$ cat src/rtl/mep_pkg.sv
// ============================================================================
// mep_pkg
// shared constants, types and the color table of the escape-time colorer
// ============================================================================
package mep_pkg;

    localparam int FRAC_BITS    = 28;
    localparam int COLOR_PERIOD = 51;
    localparam int COORD_W      = 32;
    localparam int PROD_W       = 2 * COORD_W;
    localparam int ITER_W       = 16;
    localparam int CHAN_W       = 8;
    localparam int K_W          = $clog2(COLOR_PERIOD);

    // |z|^2 >= 4 in a product with 2*FRAC_BITS fraction bits
    localparam int ESC_BIT = 2 * FRAC_BITS + 2;

    localparam logic [ITER_W-1:0] MAX_ITER_RESET = ITER_W'(2000);

    typedef enum logic [1:0] {
        ST_IDLE,
        ST_MUL,
        ST_UPD,
        ST_DONE
    } t_state;

    // controller to datapath
    typedef struct packed {
        logic load;
        logic mul;
        logic upd;
        logic fin;
        logic fin_esc;
    } t_dp_cmd;

    // datapath to controller
    typedef struct packed {
        logic at_limit;
        logic escape;
    } t_dp_sts;

    typedef logic [3*CHAN_W-1:0] t_rgb;
    typedef t_rgb [COLOR_PERIOD-1:0] t_color_lut;

    // floor(k/P * max(0, 1 - 4*(k/P - h/2)^2) * 255) with P = COLOR_PERIOD-1,
    // red in the top byte, then green, then blue
    function automatic t_rgb color_entry(int k);
        unique case (k)
            0:  return {8'd0,   8'd0,   8'd0};
            1:  return {8'd0,   8'd0,   8'd5};
            2:  return {8'd0,   8'd1,   8'd10};
            3:  return {8'd0,   8'd3,   8'd15};
            4:  return {8'd0,   8'd6,   8'd19};
            5:  return {8'd0,   8'd9,   8'd24};
            6:  return {8'd0,   8'd12,  8'd28};
            7:  return {8'd0,   8'd17,  8'd32};
            8:  return {8'd0,   8'd21,  8'd36};
            9:  return {8'd0,   8'd27,  8'd39};
            10: return {8'd0,   8'd32,  8'd42};
            11: return {8'd0,   8'd38,  8'd45};
            12: return {8'd0,   8'd44,  8'd47};
            13: return {8'd0,   8'd51,  8'd48};
            14: return {8'd0,   8'd57,  8'd49};
            15: return {8'd0,   8'd64,  8'd48};
            16: return {8'd0,   8'd71,  8'd48};
            17: return {8'd0,   8'd77,  8'd46};
            18: return {8'd0,   8'd84,  8'd44};
            19: return {8'd0,   8'd91,  8'd40};
            20: return {8'd0,   8'd97,  8'd36};
            21: return {8'd0,   8'd104, 8'd31};
            22: return {8'd0,   8'd110, 8'd25};
            23: return {8'd0,   8'd116, 8'd18};
            24: return {8'd0,   8'd122, 8'd9};
            25: return {8'd0,   8'd127, 8'd0};
            26: return {8'd10,  8'd132, 8'd0};
            27: return {8'd21,  8'd136, 8'd0};
            28: return {8'd32,  8'd140, 8'd0};
            29: return {8'd43,  8'd144, 8'd0};
            30: return {8'd55,  8'd146, 8'd0};
            31: return {8'd66,  8'd148, 8'd0};
            32: return {8'd78,  8'd150, 8'd0};
            33: return {8'd90,  8'd151, 8'd0};
            34: return {8'd102, 8'd150, 8'd0};
            35: return {8'd114, 8'd149, 8'd0};
            36: return {8'd126, 8'd148, 8'd0};
            37: return {8'd137, 8'd145, 8'd0};
            38: return {8'd149, 8'd141, 8'd0};
            39: return {8'd160, 8'd136, 8'd0};
            40: return {8'd171, 8'd130, 8'd0};
            41: return {8'd182, 8'd123, 8'd0};
            42: return {8'd192, 8'd115, 8'd0};
            43: return {8'd202, 8'd105, 8'd0};
            44: return {8'd211, 8'd94,  8'd0};
            45: return {8'd220, 8'd82,  8'd0};
            46: return {8'd228, 8'd69,  8'd0};
            47: return {8'd236, 8'd54,  8'd0};
            48: return {8'd243, 8'd37,  8'd0};
            49: return {8'd249, 8'd19,  8'd0};
            50: return {8'd255, 8'd0,   8'd0};
            default: return '0;
        endcase
    endfunction

    function automatic t_color_lut build_color_lut();
        t_color_lut lut;
        for (int k = 0; k < COLOR_PERIOD; k++) begin
            lut[k] = color_entry(k);
        end
        return lut;
    endfunction

    localparam t_color_lut COLOR_LUT = build_color_lut();

endpackage

$ cat src/rtl/mep_ctrl.sv
// ============================================================================
// mep_ctrl
// sequencer: alternates multiply and update steps until escape or limit
// ============================================================================
module mep_ctrl
    import mep_pkg::*;
(
    input  logic    i_clk,
    input  logic    i_rst_n,
    input  logic    i_start,
    input  t_dp_sts i_sts,
    output t_dp_cmd o_cmd,
    output logic    o_busy,
    output logic    o_valid
);

    t_state r_state;
    t_state n_state;

    always_ff @(posedge i_clk) begin
        if (!i_rst_n) begin
            r_state <= ST_IDLE;
        end else begin
            r_state <= n_state;
        end
    end

    always_comb begin
        n_state = r_state;
        o_cmd   = '0;
        o_busy  = 1'b1;
        o_valid = 1'b0;
        unique case (r_state)
            ST_IDLE: begin
                o_busy = 1'b0;
                if (i_start) begin
                    o_cmd.load = 1'b1;
                    n_state    = ST_MUL;
                end
            end
            ST_MUL: begin
                if (i_sts.at_limit) begin
                    o_cmd.fin = 1'b1;
                    n_state   = ST_DONE;
                end else begin
                    o_cmd.mul = 1'b1;
                    n_state   = ST_UPD;
                end
            end
            ST_UPD: begin
                if (i_sts.escape) begin
                    o_cmd.fin     = 1'b1;
                    o_cmd.fin_esc = 1'b1;
                    n_state       = ST_DONE;
                end else begin
                    o_cmd.upd = 1'b1;
                    n_state   = ST_MUL;
                end
            end
            ST_DONE: begin
                o_valid = 1'b1;
                n_state = ST_IDLE;
            end
            default: begin
                n_state = ST_IDLE;
            end
        endcase
    end

endmodule

$ cat config.mk
export PLATFORM = sky130hd
export DESIGN_NAME = mep_ctrl
export DESIGN_NICKNAME = d
export VERILOG_FILES = /design/src/rtl/mep_pkg.sv /design/src/rtl/mep_ctrl.sv
export SDC_FILE = /design/constraint.sdc
export NUM_CORES = 1
export LEC_CHECK = 0
export BUFFER_PORTS_ARGS = -buffer_cell sky130_fd_sc_hd__buf_2
export CORE_AREA = 3 3 40 42
export CTS_BUF_LIST = sky130_fd_sc_hd__clkbuf_4 sky130_fd_sc_hd__clkbuf_8 sky130_fd_sc_hd__clkbuf_16
export DETAILED_ROUTE_END_ITERATION = 10
export DIE_AREA = 0 0 43 45
export HOLD_SLACK_MARGIN = 0.03
export PLACE_DENSITY = 0.37
export SKIP_CTS_REPAIR_TIMING = 1
export SLEW_MARGIN = 10
export SYNTH_ARGS = -nofsm -noshare
export SYNTH_HDL_FRONTEND = slang
export SYNTH_SLANG_ARGS = --single-unit
export TNS_END_PERCENT = 20
$ cat constraint.sdc
create_clock -name i_clk -period 1.1 [get_ports i_clk]
set_input_delay 0.165 -clock i_clk [delete_from_list [all_inputs] [get_ports i_clk]]
set_output_delay 0.165 -clock i_clk [all_outputs]
set_load 0.02 [all_outputs]
# Word level (Yosys, flattened, before mapping)
# Index checks and enable logic that the tools add are counted.
dict set report op_classes {
  eq_ne 4
  mux 16
  reduce_logical 1
}
# cell n
set ops {}
lappend ops {{1-bit two-way mux} 11}
lappend ops {{2-bit one-hot mux with 4 select lines} 1}
lappend ops {{2-bit two-way mux} 3}
lappend ops {{2-bit == test, second input constant} 2}
lappend ops {{2-bit by 1-bit == test with 1-bit output, second input constant} 1}
lappend ops {{2-bit zero test} 1}
lappend ops {{2-bit inequality test, second input constant} 1}
lappend ops {{1-bit one-hot mux with 2 select lines} 1}
dict set report totals {
  ff_bits 2
  output_inout_bits 7
  word_cells 22
}

# Logic depth before layout (Yosys ltp)
dict set report depth {
  word_depth 2
  depth_mapped 5
}

# Least setup slack after synthesis
# No wires, ideal clock.
dict set report synth_path {
  kind {register -> output}
  from {register r_state[0]}
  to {output o_cmd[1] (netlist bit)}
  t_arrival_ns 1.228
  required_ns 0.935
  setup_slack_ns -0.293
  stages_incl_launch_ff 6
  n_path_buf 0
  cell_sequence {dfxtp_1 inv_1 ha_1 and2_1 a21oi_1 nor2b_1}
}
# item line_no
set synth_lines {}
lappend synth_lines {{start: declaration} mep_ctrl.sv:17} ;# t_state r_state;
lappend synth_lines {{start signal: assignment} mep_ctrl.sv:24} ;# r_state <= n_state;
lappend synth_lines {{end: declaration} mep_ctrl.sv:12} ;# output t_dp_cmd o_cmd,

==> impl_metrics.py <==
metrics = {
    "run_status": {
        "outcome": "finished, violations left",
        "violations": "setup timing",
    },
    "timing": {
        "ratio_of_final_minimum_period_to_clock_period_pct": 126,
        "final_max_slew_viol_count": 0,
        "rsz0062_at_grt": "true",
        "skew_ns": 0.00368,
        "finish_stage_setup_viols": 8,
        "post-route-worst-setup-slack_ns": -0.281,
        "timing.slew.headroom_pct": 91.8,
        "fin_crit_ns": 1.38,
        "tightest_slew_ns": 0.123,
        "hold_viol": 0,
        "hold_ws_ns": 0.183,
        "timing.fmax_mhz": 724,
    },
    "worst_hold_path": {
        "hold-path-cell-count": 2,
        "min_path_type": "in -> reg",
    },
    "worst_setup_path": {
        "timing.critical_path.required_ns": 0.94,
        "dominant_delay_contributor_by_cell_family_on_the_critical_path": "flip-flops",
        "number_of_cells_on_the_critical_path": 5,
        "critPathKind": "reg -> out",
        "timing.critical_path.to_type": "output pin",
        "worst_path_largest_cell_delay_ns": 0.35,
        "r2r_slack_ns": -0.10,
        "start_kind": "register",
        "worstPathMaxFanout": 3,
        "buffering_stage_count_on_the_worst_path_with_inverters_included": 2,
        "crit_slowest_cell": "dfxtp_4",
        "r2r_cells": 6,
        "path_cells": "buf_4 -> ha_4 -> a21oi_4 -> nor2b_4 -> buf_6",
        "worst_ep_arrival_time_ns": 1.22,
    },
    "yosys": {
        "synthesis.area_um2": 205,
        "post_synthesis_area_per_instance_um2": 7.89,
        "yosysTopAreaCell": "ha_1",
        "yosys_register_bits": 2,
        "async_reset_ff_share_pct": 0,
        "netlist_top_cells_count": "ha_1 (5), nor2b_1 (4), inv_1 (3)",
        "ys_types": 12,
        "postSynthCellCount": 26,
        "synth.most_common_cell": "ha_1",
        "ys.warnings.count": 0,
        "syn_nets": 36,
        "synthTopCellsByArea": "ha_1 (30%), dfxtp_1 (20%), nor2b_1 (12%)",
        "synth_ff_type": "dfxtp_1",
        "number_of_enable_type_register_cells_in_the_synthesized_netlist": 0,
        "register_area_share_after_synthesis_pct": 19.5,
        "synth_top_area_share_pct": 30.5,
    },
    "clock_tree": {
        "sink_count_of_the_clock_tree": 2,
        "buffer_type_at_the_clock_tree_root": "clkbuf_4",
        "cts_tree": "done",
        "clk-insertion-delay-late_ns": 0.22,
        "htree_levels": 1,
        "cts_made_buffers": 3,
        "cts.clk_slew.worst_paths_ns": 0.03,
        "cts_buffer_depth": 2,
    },
    "pwr": {
        "power_leakage_nw": 0.198,
        "pwr-share-clk_pct": 20.3,
        "power_frac_seq_pct": 17.4,
        "sw_share_pct": 38.8,
        "switchingPower_mw": 0.296,
        "ir_worst_vdd_v": 0.000381,
        "cell_internal_pwr_mw": 0.468,
        "cellPowerDensity_mw_per_mm2": 1810,
        "combPwrFrac_pct": 62.3,
    },
    "placement": {
        "gp_congestion": 0.647,
        "numPlacedInstances": 55,
        "preCtsSetupSlack_ns": -0.167,
        "place.detailed.hpwl_um": 436,
        "port_buffers": 11,
    },
    "floorplanning": {
        "starting_density_of_the_core_pct": 16.0,
        "die_span_x_um": 43,
        "core-area_mm2": 0.00128,
        "die_h_um": 45,
        "placementRows": 13,
        "die-area_mm2": 0.00194,
        "i_o_pin_cnt": 12,
    },
    "detailed_routing": {
        "routed_via_density": 3.98,
        "drt-initial-drc-count": 0,
        "route.detailed.wl_per_inst_um": 9.29,
        "final_antenna_net_count": 0,
        "detail_route.first_pass.iterations": 1,
        "post-route-drc-count": 0,
        "via_count": 235,
        "finalWirelength_um": 548,
    },
    "final_layout": {
        "post_route_cells_drive_above_1_share_pct": 68.2,
        "largest_register_ff_count": 2,
        "areaGrowthSynthToFinish_pct": 106,
        "seqCellArea_um2": 47.5,
        "layout.cells.non_filler": 59,
        "nFillCells": 142,
        "antenna_cells_inserted": 0,
        "final_net_count": 56,
        "top_regs": "r_state (2)",
        "multi_input_area_um2": 208,
        "largest-register": "r_state",
    },
    "global_routing": {
        "grt_antenna_before_repair": 0,
        "wire_length_of_the_first_global_routing_pass_um": 848,
        "first_global_vias": 216,
        "gr-usage-all-layers_pct": 5.56,
        "global_route.overflow_total": 0,
        "grt_start_max_net_pins": 6,
    },
    "job": {
        "maxCapViolCount": 0,
    },
}
per-stage QoR:
| step | area [µm²] | util [%] | power [mW] | TNS (ns) |
|---|---|---|---|---|
| detailed placement | 327 | 25.4 | 0.499 | -0.779 |
| CTS | 349 | 27.2 | 0.666 | -2.24 |
| global route | 423 | 32.9 | 0.823 | -1.73 |
| finish | 423 | 32.9 | 0.764 | -1.34 |
| global placement | 327 | 25.4 | 0.497 | -0.765 |
| floorplan | 230 | - | 0.379 | -0.0914 |
worst paths after layout:
path | startpoint | to
worst max-delay path | r_state[0]$_SDFFE_PN0P_ | o_cmd[1]
worst min-delay path | i_rst_n | r_state[0]$_SDFFE_PN0P_
worst max register to register | r_state[0]$_SDFFE_PN0P_ | r_state[0]$_SDFFE_PN0P_
worst min register to register | r_state[1]$_SDFFE_PN0P_ | r_state[1]$_SDFFE_PN0P_
worst register-to-register path: cells and delay by family (launching register included):
kind,cells,cell delay (ns)
compound gates,1,0.12
fa+ha+maj,1,0.19
flops,1,0.35
buf+inv,2,0.17
simple gates,2,0.25
routing by layer:
| metal | vias up | routed length, µm | GRT usage (%) |
|---|---|---|---|
| met5 | - | 0 | 0 |
| met4 | 0 | 0 | 1.81 |
| met3 | 0 | 21 | 1.20 |
| met2 | 6 | 322 | 11.1 |
| met1 | 107 | 204 | 5.73 |
| li1 | 122 | - | - |
cell usage in the layout (no fill, tap or decap), drive strengths merged:
cell type,n
and3,1
clkbuf,3
inv,3
buf,15
nor2b,4
and2,2
nand2b,1
nor2,1
dfxtp,2
ha,5
a21boi,1
o21ai,2
nand3,2
a21oi,2
cells by family after synthesis:
kind of cell    after synthesis  synth area share, %
compound gates                5                 13.4
buf+inv                       3                 5.49
flops                         2                 19.5
fa+ha+maj                     5                 30.5
simple gates                 11                 31.1
area by class of cell:
cell class / count / share of cell area (%)
clock buffer: 3 / 5.33
tap: 15 / 4.44
multi-input combinational: 21 / 49.1
sequential: 2 / 11.2
inverter: 3 / 3.25
timing repair buffer: 15 / 26.6
power by group through the flow:
stage          logic, mW  clock network (mW)  registers [mW]
6_report           0.476               0.155           0.133
5_1_grt            0.522               0.166           0.135
4_1_cts            0.387               0.164           0.115
3_5_place_dp       0.384                   0           0.115
3_3_place_gp       0.382                   0           0.114
2_1_floorplan      0.264                   0           0.115
No activity file was read; power rests on OpenSTA's default activity.
